### src/sv/mdio_rd_pkg.sv
package mdio_rd_pkg;

	// Fixed field and state widths
	localparam int HALF_W   = 8;
	localparam int BIT_W    = 7;
	localparam int CMD_BITS = 16;
	localparam int SAMPLE_W = 19;
	localparam int DATA_W   = 16;
	localparam int ADDR_W   = 5;

	// Two further preamble ones, start-of-frame and read opcode bits sent ahead of the addresses
	localparam logic [5:0] OP_PREFIX = 6'b110110;

	// Command codes of an input item
	localparam logic CMD_TICK  = 1'b0;
	localparam logic CMD_START = 1'b1;

	typedef struct packed {
		logic              command;
		logic [ADDR_W-1:0] phy_address;
		logic [ADDR_W-1:0] reg_address;
		logic              mdio_in;
	} in_item_t;

	typedef struct packed {
		logic              mdc;
		logic              mdio_out;
		logic              mdio_drive;
		logic              busy_res;
		logic              done_res;
		logic [DATA_W-1:0] read_data;
	} out_item_t;

endpackage

### src/sv/mdio_management_read_master_top.sv
// Management-bus read master (clause 22 read frames).
// Input channel (in_valid/in_stall/in_data) carries items that are either a
// start request with PHY and register address, or a tick that stands for one
// half period of the management clock. Every accepted item yields exactly one
// result item on the output channel (out_valid/out_stall/out_data) holding the
// pin levels for that half (mdc, mdio_out, mdio_drive), the busy flag, a done
// pulse and the data of the last completed read.
// The result of an item is in the output register on the clock after acceptance.
// Throughput is one item per cycle while out_stall does not hold the output; the
// frame counter and shift registers update in the same cycle the item is taken.
// A full frame needs 2*(PREAMBLE_BITS+16+READ_CLOCKS) ticks after the start.
// Starts that arrive during a frame are ignored and repeat the last half.
// When the receiver stalls, the output register holds its item and the input
// channel stalls too; a new item enters in the cycle the held one is taken.
// Reset (arst_n low) returns the block to idle with read_data cleared and no
// result pending.
module mdio_management_read_master_top
	import mdio_rd_pkg::*;
#(
	parameter int PREAMBLE_BITS = 33,
	parameter int READ_CLOCKS   = 19
) (
	input  logic      clk,
	input  logic      arst_n,
	input  logic      in_valid,
	output logic      in_stall,
	input  in_item_t  in_data,
	output logic      out_valid,
	input  logic      out_stall,
	output out_item_t out_data
);

	localparam logic [BIT_W-1:0] PRE_END = BIT_W'(PREAMBLE_BITS);
	localparam logic [BIT_W-1:0] CMD_END = BIT_W'(PREAMBLE_BITS + CMD_BITS);
	localparam logic [HALF_W-1:0] TOTAL_HALVES =
		HALF_W'(2 * (PREAMBLE_BITS + CMD_BITS + READ_CLOCKS));

	logic [HALF_W-1:0]   count_q;
	logic [CMD_BITS-1:0] cmd_word_q;
	logic [SAMPLE_W-1:0] sample_q;
	logic                busy_q;
	logic [DATA_W-1:0]   result_q;

	logic                in_accept;
	logic [HALF_W-1:0]   half_sel;
	logic [BIT_W-1:0]    bit_idx;
	logic [BIT_W-1:0]    cmd_off;
	logic                pin_clk;
	logic                pin_dout;
	logic                pin_drv;
	logic                show_pins;
	logic [HALF_W-1:0]   half_inc;
	logic [HALF_W-1:0]   count_nxt;
	logic [CMD_BITS-1:0] cmd_word_nxt;
	logic [SAMPLE_W-1:0] sample_nxt;
	logic                busy_nxt;
	logic [DATA_W-1:0]   result_nxt;
	logic                done_nxt;
	out_item_t           res_nxt;

	// One-entry output register; input moves whenever it can drain
	assign in_stall  = out_valid & out_stall;
	assign in_accept = in_valid & ~in_stall;

	// Pin levels for the selected half of the frame
	always_comb begin
		half_sel = (in_data.command == CMD_START) ? count_q - HALF_W'(1) : count_q;
		bit_idx  = half_sel[HALF_W-1:1];
		cmd_off  = bit_idx - PRE_END;
		pin_clk  = half_sel[0];
		if (bit_idx < PRE_END) begin
			pin_dout = 1'b1;
			pin_drv  = 1'b1;
		end else if (bit_idx < CMD_END) begin
			pin_dout = cmd_word_q[~cmd_off[3:0]];
			pin_drv  = 1'b1;
		end else begin
			pin_dout = 1'b0;
			pin_drv  = 1'b0;
		end
	end

	// Frame sequencing for one item
	always_comb begin
		count_nxt    = count_q;
		cmd_word_nxt = cmd_word_q;
		sample_nxt   = sample_q;
		busy_nxt     = busy_q;
		result_nxt   = result_q;
		done_nxt     = 1'b0;
		show_pins    = 1'b0;
		half_inc     = count_q + HALF_W'(1);
		if (in_data.command == CMD_START) begin
			if (!busy_q) begin
				cmd_word_nxt = {OP_PREFIX, in_data.phy_address, in_data.reg_address};
				sample_nxt   = '0;
				count_nxt    = '0;
				busy_nxt     = 1'b1;
			end else begin
				// repeat the last driven half, if any
				show_pins = (count_q != '0);
			end
		end else if (busy_q) begin
			show_pins = 1'b1;
			// sample during the low half of each read clock
			if (bit_idx >= CMD_END && !pin_clk) begin
				sample_nxt = {sample_q[SAMPLE_W-2:0], in_data.mdio_in};
			end
			if (half_inc >= TOTAL_HALVES) begin
				result_nxt = sample_nxt[DATA_W:1];
				busy_nxt   = 1'b0;
				count_nxt  = '0;
				done_nxt   = 1'b1;
			end else begin
				count_nxt = half_inc;
			end
		end

		res_nxt.mdc        = show_pins & pin_clk;
		res_nxt.mdio_out   = show_pins & pin_dout;
		res_nxt.mdio_drive = show_pins & pin_drv;
		res_nxt.busy_res   = busy_nxt;
		res_nxt.done_res   = done_nxt;
		res_nxt.read_data  = result_nxt;
	end

	// Frame state
	always_ff @(posedge clk or negedge arst_n) begin
		if (!arst_n) begin
			count_q    <= '0;
			cmd_word_q <= '0;
			sample_q   <= '0;
			busy_q     <= 1'b0;
			result_q   <= '0;
		end else if (in_accept) begin
			count_q    <= count_nxt;
			cmd_word_q <= cmd_word_nxt;
			sample_q   <= sample_nxt;
			busy_q     <= busy_nxt;
			result_q   <= result_nxt;
		end
	end

	// Output register valid
	always_ff @(posedge clk or negedge arst_n) begin
		if (!arst_n) begin
			out_valid <= 1'b0;
		end else if (in_accept) begin
			out_valid <= 1'b1;
		end else if (!out_stall) begin
			out_valid <= 1'b0;
		end
	end

	// Output register payload
	always_ff @(posedge clk) begin
		if (in_accept) begin
			out_data <= res_nxt;
		end
	end

	// Checks
	a_done_not_busy: assert property (@(posedge clk) disable iff (!arst_n)
		out_valid && out_data.done_res |-> !out_data.busy_res)
		else $error("done result reports busy");

	a_busy_fall_done: assert property (@(posedge clk) disable iff (!arst_n)
		$fell(busy_q) |-> out_valid && out_data.done_res)
		else $error("frame ended without a done result");

	a_drive_in_frame: assert property (@(posedge clk) disable iff (!arst_n)
		out_valid && out_data.mdio_drive |-> out_data.busy_res)
		else $error("data pin driven outside a frame");

	a_count_range: assert property (@(posedge clk) disable iff (!arst_n)
		count_q < TOTAL_HALVES)
		else $error("half period count out of range");

	a_idle_count: assert property (@(posedge clk) disable iff (!arst_n)
		!busy_q |-> count_q == '0)
		else $error("half period count nonzero while idle");

endmodule
### config.mk
export PLATFORM = sky130hd
export DESIGN_NAME = mdio_management_read_master_top
export DESIGN_NICKNAME = d
export VERILOG_FILES = /design/src/sv/mdio_rd_pkg.sv /design/src/sv/mdio_management_read_master_top.sv
export SDC_FILE = /design/constraint.sdc
export NUM_CORES = 1
export LEC_CHECK = 0
export ABC_AREA = 1
export ABC_CLOCK_PERIOD_IN_PS = 2400
export BUFFER_PORTS_ARGS = -buffer_cell sky130_fd_sc_hd__buf_2
export CAP_MARGIN = 10
export CORE_MARGIN = 5
export CORE_UTILIZATION = 48
export DETAILED_ROUTE_END_ITERATION = 6
export PLACE_DENSITY = 0.76
export SLEW_MARGIN = 20
export SYNTH_ARGS = -nofsm -noshare
export SYNTH_HDL_FRONTEND = slang
export SYNTH_SLANG_ARGS = --single-unit
### constraint.sdc
create_clock -name clk -period 2.4 [get_ports clk]
set_clock_uncertainty 0.2 [all_clocks]
set_input_delay 0 -clock clk [delete_from_list [all_inputs] [get_ports clk]]
set_output_delay 0 -clock clk [all_outputs]
set_load 0.02 [all_outputs]
==> flow_metrics.env, run 1 <==
export IMPL_status="finished with violations"
export IMPL_violations_in_the_final_reports="negative hold slack, negative setup slack"
export IMPL_cts_tree="yes"
export IMPL_reg2reg_setup_slack_ps=-180
export IMPL_floorplan_core_area_mm2=0.00826
export IMPL_power_share_sequential_pct=31.8
export IMPL_grt_antenna_before_repair=0
export IMPL_arrival_ps=2510
export IMPL_floorplan_die_height_um=102
export IMPL_irDropWorstVdd_uv=584
export IMPL_timing_max_cap_violations=0
export IMPL_timing_slew_headroom_pct=53.3
export IMPL_num_io_pins=39
export IMPL_synth_net_count=480
export IMPL_synth_yosys_warnings=0
export IMPL_numPortBuffers=38
export IMPL_synthDominantAreaCellType="dfrtp_1"
export IMPL_worst_setup_path_type="reg2reg"
export IMPL_endpoint_kind="flop"
export IMPL_floorplan_die_width_um=102
export IMPL_sum_of_overflow_across_all_layers_after_global_routing=0
export IMPL_netlist_area_leader_share_pct=33.0
export IMPL_grt_total_usage_pct=20.6
export IMPL_setup_viol_count_final=33
export IMPL_place_congestion=0.898
export IMPL_detailedPlace_worstSlack_ps=-119
export IMPL_numCtsBuffers=9
export IMPL_antenna_cells=0
export IMPL_internal_power_mw=3.23
export IMPL_drt_wl_total_mm=11.8
export IMPL_final_core_util_pct=68.7
export IMPL_power_clock_fraction_pct=19.2
export IMPL_antenna_violating_nets_post_route=0
export IMPL_critical_path_max_stage_delay_ps=370
export IMPL_numClockSinks=75
export IMPL_worstSkewPairLatency_ps=370
export IMPL_drt_drc_violations_left=0
export IMPL_grt_pass1_vias=3507
export IMPL_routed_via_density=5.63
export IMPL_grt_pass1_wl_mm=16.9
export IMPL_share_comb_of_total_power_pct=49.0
export IMPL_finalNetCount=584
export IMPL_timing_worst_slew_pin_value_ps=698
export IMPL_placement_rows=33
export IMPL_placed_cell_area_mm2=0.00452
export IMPL_critical_path_cell_chain="buf_4 > ha_2 > nand3_2 > nor3_2 > xor2_1 > nand4_1 > nand2_4 > buf_4 > nor2_4 > nand3_1 > and2_1"
export IMPL_synth_cells=457
export IMPL_num_fill_cells=564
export IMPL_synth_distinct_cells=41
export IMPL_routed_via_count=3780
export IMPL_postSynthRegisterBits=75
export IMPL_timing_critical_path_fanout_max=5
export IMPL_fin_hold_ws_ps=-15.7
export IMPL_die_footprint_mm2=0.0105
export IMPL_leakage_power_figure_nw=2.59
export IMPL_initial_standard_cell_utilization_of_the_core_pct=49.6
export IMPL_total_switching_power_mw=2.24
export IMPL_timing_final_max_slew_violations=0
export IMPL_drive_gt1_share_pct=45.6
export IMPL_cts_root_to_sink_buffers=2
export IMPL_critical_path_slowest_cell="dfrtp_2"
export IMPL_grt_max_degree=21
export IMPL_setup_slack_ps=-178
export IMPL_aggregate_negative_setup_slack_ps=-2510
export IMPL_rsz0062_at_grt="true"
export IMPL_fmax_mhz=388
export IMPL_reg2reg_depth=11
export IMPL_finish_instance_area_mm2=0.00567
export IMPL_synth_cell_area_mm2=0.00409
export IMPL_cts_max_level=3
export IMPL_synth_area_top_cells="dfrtp_1 (33%), edfxtp_1 (15%), nand2_1 (11%)"
export IMPL_switching_share_pct=40.9
export IMPL_post_dp_hpwl_mm=6.09
export IMPL_avgRoutedWirePerCell_um=17.5
export IMPL_critPathMostFrequentCell="buf_4"
export IMPL_hold_path_class="in2async"
export IMPL_drtIter0Drc=329
export IMPL_hold_viol_final=27
export IMPL_worstPathRequired_ps=2330
export IMPL_final_min_clock_period_ps=2580
export IMPL_detail_route_first_pass_iterations=5
export IMPL_ctsRootBufferMaster="clkbuf_8"
export IMPL_fraction_of_the_yosys_area_taken_by_sequential_cells_pct=48.4
export IMPL_area_delta_synth_final_pct=38.6
export IMPL_clk_pin_slew_worst_paths_ps=90
export IMPL_finalCritPeriodShare_pct=107
export IMPL_setup_worst_path_start_class="flop"
export IMPL_synth_avg_cell_area_um2=8.96
export IMPL_cellPowerDensity_mw_per_mm2=963
==> path summary, 6_finish.rpt <==
path | start | end
min in group clk | out_stall | sample_q[0]
min | arst_n | busy_q
max in group asynchronous | arst_n | count_q[1]
min reg2reg | result_q[4] | result_q[4]
max reg2reg | count_q[1] | out_data[5]
max | count_q[1] | out_data[5]
==> final cells by class <==
cell class                 instances  area (um^2)  area share (%)
timing repair inverter             1         8.76           0.154
sequential                        75         1980            35.0
multi-input combinational        331         2410            42.6
timing repair buffer             101          743            13.1
clock inverter                     7         86.3            1.52
tap                              105          131            2.32
clock buffer                       9          124            2.18
inverter                          42          178            3.13
==> state kept, by name, indices dropped and copies added, names as in the netlist <==
register and flops:
busy_q 1, cmd_word_q 11, count_q 8, out_data 21
out_valid 1, result_q 16, sample_q 17
==> cells in the final DEF (no fill, tap or decap), types with 5 or more instances in the layout <==
master         count
nand2_1           98
clkbuf_8           9
and2_4            18
nand3_2           28
o21ai_1            9
xor2_1             6
edfxtp_1          21
mux2_2            10
dlygate4sd3_1     15
nand2_4           22
inv_2              7
nand3_4            8
dfrtp_1           52
o21ai_2           10
nand3_1           35
and2_1            14
buf_6              8
nand2_2           18
buf_4             39
clkinv_4           5
nor2_1             8
nor2_4            11
inv_1             29
buf_2             38
==> critical path, delay by kind of cell, from the launching register on <==
kind                       cells  cell delay (ps)
DFF                            1              370
xor gates and xnor gates       1              110
buffers and inverters          2              330
and+or+nand+nor                7             1130
adders and majority gates      1              210
==> synth_stat cells <==
cell type and count:
nand2_1 118, nand3_1 67, dfrtp_1 54, and2_1 32, inv_1 32, edfxtp_1 21, nand2_2 16, o21ai_1 14
nor2_1 11, mux2_2 10, o21ai_0 9, buf_6 7, ha_1 7, xor2_1 7, inv_2 6, nor2_2 5
nor2_4 4, clkbuf_1 3, nand2_4 3, o22ai_1 3, a21oi_1 2, buf_2 2, clkinv_1 2, nand3_2 2
nand3b_1 2, nand4_1 2, o31ai_1 2, a211oi_1 1, a21o_1 1, buf_12 1, clkdlybuf4s50_2 1, clkinv_2 1
dlygate4sd1_1 1, inv_4 1, nand2_8 1, nand3_4 1, nor2_8 1, nor3_1 1, nor3_2 1, o211ai_1 1
o21ai_4 1
==> logic make-up after synthesis <==
group	synth area share (%)
flip-flops	48.4
adder cells (fa/ha/maj)	2.14
buffers and inverters	7.37
multiplexers	2.75
AND/OR/NAND/NOR	33.0
AO/OA/AOI/OAI	4.83
XOR/XNOR	1.50
==> timing repair <==
action	CTS	global route
setup buffers	11	11
resized for setup	32	108
cloned	3	4
endpoints found under the setup margin	35	53
hold buffers	15	0
hold endpoints to repair	66	0
pin swaps	18	41
==> power groups by stage <==
stage | sequential, mW | clock (mW) | combinational (mW)
6_report | 1.74 | 1.05 | 2.68
3_3_place_gp | 1.74 | 0 | 1.75
5_1_grt | 1.76 | 1.13 | 2.88
4_1_cts | 1.73 | 1.05 | 2.15
2_1_floorplan | 1.80 | 0 | 1.32
3_5_place_dp | 1.75 | 0 | 1.81
==> metal layers <==
layer	GRT usage [%]	up-vias	routed length, um
li1	-	1706	-
met1	27.6	1837	4510
met2	34.0	194	5950
met3	4.44	43	939
met4	5.05	0	372
met5	0	-	0
==> metrics by stage <==
stage,power [mW],cells
after floorplan,3.12,457
after global placement,3.49,612
after detailed placement,3.56,612
after CTS,4.93,657
after global routing,5.77,671
final,5.46,671
(Power assumes the default switching activity.)
==> run 2, diff against run 1 <==
--- a/config.mk
+++ b/config.mk
@@ -5,7 +5,6 @@
 export SDC_FILE = /design/constraint.sdc
 export NUM_CORES = 1
 export LEC_CHECK = 0
-export ABC_AREA = 1
 export ABC_CLOCK_PERIOD_IN_PS = 2400
 export BUFFER_PORTS_ARGS = -buffer_cell sky130_fd_sc_hd__buf_2
 export CAP_MARGIN = 10
==> run 2 against run 1 <==
  * The flow finishes with violations (negative setup slack)
  * Synthesized cell count down 2.0%
  * Clock power shrank 8%
  * Die area is 7.6% higher
  * Critical path type unchanged
==> flow_metrics.env, run 2 <==
export IMPL_placement_rows=35
export IMPL_routed_via_density=6.26
export IMPL_worstPathRequired_ps=2420
export IMPL_floorplan_core_area_mm2=0.00911
export IMPL_critPathBufInv=2
export IMPL_grt_pass1_vias=4048
export IMPL_setup_viol_count_final=57
export IMPL_synth_distinct_cells=63
export IMPL_final_min_clock_period_ps=2840
export IMPL_cts_root_to_sink_buffers=2
export IMPL_critical_path_max_stage_delay_ps=560
export IMPL_drtIter0Drc=397
export IMPL_drt_drc_violations_left=0
export IMPL_critical_path_cell_chain="or4b_4 > or2_4 > xnor2_4 > buf_12 > nor4_4 > clkbuf_16 > o31ai_1 > a31oi_1"
export IMPL_timing_final_max_slew_violations=0
export IMPL_synth_cell_area_mm2=0.00444
export IMPL_initial_standard_cell_utilization_of_the_core_pct=48.7
export IMPL_most_instantiated_library_cell_after_synthesis="dfrtp_1"
export IMPL_ys_dominant_reg_cell="dfrtp_1"
export IMPL_netlist_area_leader_share_pct=30.5
export IMPL_top_register="out_data"
export IMPL_cts_max_level=3
export IMPL_sum_of_overflow_across_all_layers_after_global_routing=0
export IMPL_setup_slack_ps=-443
export IMPL_fraction_of_the_yosys_area_taken_by_sequential_cells_pct=44.7
export IMPL_floorplan_die_height_um=106
export IMPL_timing_slew_headroom_pct=48.5
export IMPL_worstReg2RegEnd="out_data[12]"
export IMPL_synth_cells=448
export IMPL_grt_max_degree=33
export IMPL_critical_path_slowest_cell="or4b_4"
export IMPL_worst_setup_path_type="reg2reg"
export IMPL_timing_worst_slew_pin_value_ps=773
export IMPL_arrival_ps=2860
export IMPL_drive_gt1_share_pct=37.2
export IMPL_numPortBuffers=38
export IMPL_num_io_pins=39
export IMPL_num_fill_cells=651
export IMPL_synthDominantAreaCellType="dfrtp_1"
export IMPL_post_dp_hpwl_mm=7.53
export IMPL_fmax_mhz=352
export IMPL_irDropWorstVdd_uv=478
export IMPL_reg2reg_depth=8
export IMPL_numClockSinks=75
export IMPL_antenna_cells=0
export IMPL_critPathTopFamily="simple AND/OR/NAND/NOR gates"
export IMPL_drt_wl_total_mm=12.4
export IMPL_detail_route_first_pass_iterations=5
export IMPL_finalCritPeriodShare_pct=118
export IMPL_postSynthRegisterBits=75
export IMPL_totalPowerFinal_mw=5.28
export IMPL_synth_avg_cell_area_um2=9.90
export IMPL_ffs_w_async_s_r_synth_pct=72.0
export IMPL_synth_area_top_cells="dfrtp_1 (30%), edfxtp_1 (14%), o211ai_1 (5.9%)"
export IMPL_grt_total_usage_pct=21.8
export IMPL_area_delta_synth_final_pct=35.0
export IMPL_timing_critical_path_fanout_max=10
export IMPL_rsz0062_at_grt="true"
export IMPL_hold_viol_final=0
export IMPL_most_used_cells_in_the_layout_excluding_fill_and_tap_cells="dfrtp_1 (54), buf_4 (54), nor2_1 (47)"
export IMPL_endpoint_kind="flop"
export IMPL_hold_path_class="in2async"
export IMPL_finish_instance_area_mm2=0.00599
export IMPL_ctsRootBufferMaster="clkbuf_8"
export IMPL_floorplan_die_width_um=106
export IMPL_avgRoutedWirePerCell_um=18.6
export IMPL_synth_net_count=471
export IMPL_synth_commonest_cells="dfrtp_1 (54), nor2_1 (51), nand2_1 (47), a31oi_1 (37), o211ai_1 (35)"
export IMPL_synth_enable_flop_cells=21
export IMPL_synth_yosys_warnings=0
export IMPL_status="finished with violations"
export IMPL_grt_antenna_before_repair=0
export IMPL_setup_worst_path_start_class="flop"
export IMPL_cellPowerDensity_mw_per_mm2=881
export IMPL_die_footprint_mm2=0.0113
export IMPL_leakage_power_figure_nw=2.41
export IMPL_routed_via_count=4178
export IMPL_registers_with_the_most_flip_flops="out_data x21, sample_q x17, result_q x16"
export IMPL_finalNetCount=574
export IMPL_numCtsBuffers=9
export IMPL_grt_pass1_wl_mm=19.8
export IMPL_antenna_violating_nets_post_route=0
export IMPL_worstSkewPairLatency_ps=380
export IMPL_reg2reg_setup_slack_ps=-440
export IMPL_violations_in_the_final_reports="negative setup slack"
export IMPL_cts_tree="yes"
export IMPL_place_congestion=0.860
export IMPL_placed_cell_area_mm2=0.00515
export IMPL_timing_max_cap_violations=0
export IMPL_worstReg2RegStart="count_q[1]"
export IMPL_largest_reg_flops=21
export IMPL_clk_pin_slew_worst_paths_ps=90
## run 2: cell types whose count changed in the layout (fill, tap and decap cells not counted), sizes merged, moves of 32 or more
cell,previous run,this run
o211ai,1,35
nand2,140,47
a31oi,0,37
inv,42,10
nand3,71,9
## run 2: layout make-up
type | count | area, um^2 | area share, %
clock inverter | 7 | 70.1 | 1.17
timing repair buffer | 134 | 1140 | 19.0
multi-input combinational | 323 | 2500 | 41.8
tap | 111 | 139 | 2.32
inverter | 8 | 35.0 | 0.585
clock buffer | 9 | 124 | 2.07
sequential | 75 | 1980 | 33.1
## run 2: timing repair
action                     in CTS  in global routing
gates resized for setup        25                 34
setup endpoints to repair      53                 59
gates cloned                    1                  2
pin swaps                      10                 18
hold buffers                   16                  0
buffers inserted                9                  8
hold endpoints to repair       43                  0
## run 2: how the worst max path moves through the flow
stage / start / endpoint / slack [ps] / cells past startpoint
CTS: count_q[0] / out_data[19] / -410 / 11
detailed placement: count_q[1] / sample_q[1] / -670 / 7
finish: count_q[1] / out_data[12] / -440 / 8
global placement: count_q[0] / out_data[19] / -580 / 12
global route: count_q[0] / out_data[12] / -520 / 12
floorplan: count_q[1] / out_data[19] / -400 / 11
## run 2: cells by family after synthesis
logic type	Yosys count	share of synthesized area (%)
AO/OA/AOI/OAI	144	24.8
AND/OR/NAND/NOR	142	15.6
flip-flops	75	44.7
buffers and inverters	51	5.39
multiplexers	15	4.29
XOR/XNOR	13	2.99
adder cells (fa/ha/maj)	8	2.20
## run 2: power breakdown
part	switching (mW)	internal, mW
registers	0.143	1.53
clock network	0.569	0.402
logic	1.37	1.26
## run 2: routing by layer
metal	up-vias	part of all wire, %	global-route usage (%)
li1	1925	-	-
met1	2006	41	28.0
met2	213	49	37.0
met3	34	7.3	4.01
met4	0	2.5	7.59
met5	-	0	0
## run 2: per-stage QoR
step	setup slack (ps)	util [%]	hold WS [ps]	std cells	setup TNS [ps]
final	-443	65.8	38.0	667	-17930
after global routing	-524	65.8	113	667	-23710
after CTS	-410	62.9	56.8	657	-15820
after detailed placement	-670	56.6	-88.9	615	-25210
after global placement	-577	56.6	-106	615	-21620
after floorplan	-399	-	-496	448	-8180
==> run 3, diff against run 2 <==
--- a/config.mk
+++ b/config.mk
@@ -16,3 +16,4 @@
 export SYNTH_ARGS = -nofsm -noshare
 export SYNTH_HDL_FRONTEND = slang
 export SYNTH_SLANG_ARGS = --single-unit
+export TNS_END_PERCENT = 30
==> constraint.sdc (replaced) <==
create_clock -name clk -period 2.4 [get_ports clk]
set_clock_uncertainty 0.2 [all_clocks]
set_input_delay 0 -clock clk [delete_from_list [all_inputs] [get_ports clk]]
set_output_delay 0 -clock clk [all_outputs]
set_load 0.01 [all_outputs]
==> run 3 against run 2 <==
  * Largest power group unchanged
  * Wire length down 1.6%
  * Die area unchanged
  * The flow still finishes with violations (negative setup slack)
  * Critical path depth up 1
  * Global-route usage down 0.50 points
  * Sequential share of layout area up 0.23 points
  * Critical endpoint is now out_data[5]
  * Via count down 0.74%
==> flow_metrics.env, run 3 (synthesis gave the netlist of run 2 again) <==
export IMPL_status="finished with violations"
export IMPL_violations_in_the_final_reports="negative setup slack"
export IMPL_die_footprint_mm2=0.0113
export IMPL_worstSkewPairLatency_ps=370
export IMPL_drtIter0Drc=278
export IMPL_floorplan_die_height_um=106
export IMPL_largest_reg_flops=21
export IMPL_numCtsBuffers=9
export IMPL_place_congestion=0.825
export IMPL_timing_worst_slew_pin_value_ps=512
export IMPL_routed_via_density=6.25
export IMPL_rsz0062_at_grt="true"
export IMPL_fmax_mhz=358
export IMPL_ctsRootBufferMaster="clkbuf_8"
export IMPL_grt_total_usage_pct=21.3
export IMPL_detail_route_first_pass_iterations=7
export IMPL_arrival_ps=2710
export IMPL_irDropWorstVdd_uv=554
export IMPL_timing_final_max_slew_violations=0
export IMPL_cts_root_to_sink_buffers=2
export IMPL_timing_slew_headroom_pct=65.8
export IMPL_finalNetCount=570
export IMPL_placement_rows=35
export IMPL_timing_max_cap_violations=0
export IMPL_floorplan_die_width_um=106
export IMPL_antenna_violating_nets_post_route=0
export IMPL_antenna_cells=0
export IMPL_grt_max_degree=55
export IMPL_detailedPlace_worstSlack_ps=-517
export IMPL_leakage_power_figure_nw=2.40
export IMPL_timing_critical_path_fanout_max=19
export IMPL_grt_pass1_vias=3997
export IMPL_numPortBuffers=38
export IMPL_cellPowerDensity_mw_per_mm2=886
export IMPL_finalCritPeriodShare_pct=117
export IMPL_num_fill_cells=707
export IMPL_grt_antenna_before_repair=0
export IMPL_drt_drc_violations_left=0
export IMPL_post_dp_hpwl_mm=7.47
export IMPL_final_core_util_pct=65.3
export IMPL_clk_pin_slew_worst_paths_ps=100
export IMPL_setup_slack_ps=-397
export IMPL_aggregate_negative_setup_slack_ps=-14340
export IMPL_most_used_cells_in_the_layout_excluding_fill_and_tap_cells="buf_4 (62), dfrtp_1 (54), nor2_1 (49)"
export IMPL_cts_tree="yes"
export IMPL_floorplan_core_area_mm2=0.00911
export IMPL_avgRoutedWirePerCell_um=18.4
export IMPL_drt_wl_total_mm=12.2
export IMPL_hold_viol_final=0
export IMPL_sum_of_overflow_across_all_layers_after_global_routing=0
export IMPL_area_delta_synth_final_pct=34.1
export IMPL_numClockSinks=75
export IMPL_worst_setup_path_type="reg2reg"
export IMPL_endpoint_kind="flop"
export IMPL_setup_worst_path_start_class="flop"
export IMPL_worstPathRequired_ps=2310
export IMPL_cts_max_level=3
export IMPL_num_io_pins=39
export IMPL_hold_path_class="in2reg"
export IMPL_routed_via_count=4147
export IMPL_final_min_clock_period_ps=2800
export IMPL_setup_viol_count_final=55
export IMPL_registers_with_the_most_flip_flops="out_data x21, sample_q x17, result_q x16"
export IMPL_initial_standard_cell_utilization_of_the_core_pct=48.7
export IMPL_most_common_cell_after_layout_fill_and_taps_aside="buf_4"
export IMPL_totalPowerFinal_mw=5.27
export IMPL_fin_hold_ws_ps=81.8
export IMPL_drive_gt1_share_pct=35.0
export IMPL_top_register="out_data"
export IMPL_grt_pass1_wl_mm=19.4
[run 3: cell count changes in the layout (fill, tap and decap cells not counted), sizes merged]
cell / delta
buf: -2
bufbuf: -1
nor2: -1
[run 3: path summary, 6_finish.rpt]
kind	cells after the start	slack (ps)	end	from
max in group asynchronous	4	1230	result_q[3]	arst_n
min in group asynchronous	4	520	count_q[1]	arst_n
hold reg to reg	1	300	cmd_word_q[11]	cmd_word_q[11]
hold / removal	5	80	count_q[2]	in_data[11]
setup / recovery	9	-400	out_data[5]	count_q[1]
setup reg to reg	9	-400	out_data[5]	count_q[1]
[run 3: repair_timing]
action                                 4_1_cts  5_1_grt
setup endpoints to repair                   57       58
hold buffers                                16        0
pin swaps                                   17       20
gates resized for setup                     22       17
buffers inserted                             7        2
endpoints found under the hold margin       67        0
cloned                                       0        1
[run 3: stage by stage]
| stage | instance area (um^2) | std cells |
|---|---|---|
| 3_5_place_dp | 5220 | 621 |
| 4_1_cts | 5780 | 660 |
| 6_report | 5950 | 663 |
| 5_1_grt | 5950 | 663 |
| 2_1_floorplan | 4500 | 448 |
| 3_3_place_gp | 5220 | 621 |
[run 3: critical path, stage by stage, from the launching register on]
cell and delay [ps]:
dfrtp_1 410, or4b_4 560, buf_4 160, o311ai_2 230
o31ai_2 110, buf_4 160, o31a_1 130, buf_12 170
o211ai_1 270, a31oi_1 140
[run 3: cell type report]
| type | instances | area, um^2 | share of cell area (%) |
|---|---|---|---|
| inverters | 8 | 35.0 | 0.589 |
| well taps | 111 | 139 | 2.33 |
| multi-input cells | 322 | 2500 | 42.1 |
| flip-flops and latches | 75 | 1980 | 33.3 |
| clock inverters | 7 | 70.1 | 1.18 |
| repair buffers | 131 | 1090 | 18.4 |
| clock buffers | 9 | 124 | 2.08 |
[run 3: layer usage]
layer | vias to the layer above | GRT usage (%) | wire [um]
li1 | 1906 | - | -
met1 | 2034 | 27.1 | 4920
met2 | 185 | 36.2 | 6270
met3 | 22 | 4.49 | 809
met4 | 0 | 6.94 | 221
met5 | - | 0 | 0
[run 3: power breakdown]
part / total, mW / switching, mW / internal [mW]
sequential: 1.69 / 0.163 / 1.53
clock: 0.975 / 0.573 / 0.402
combinational: 2.60 / 1.38 / 1.22
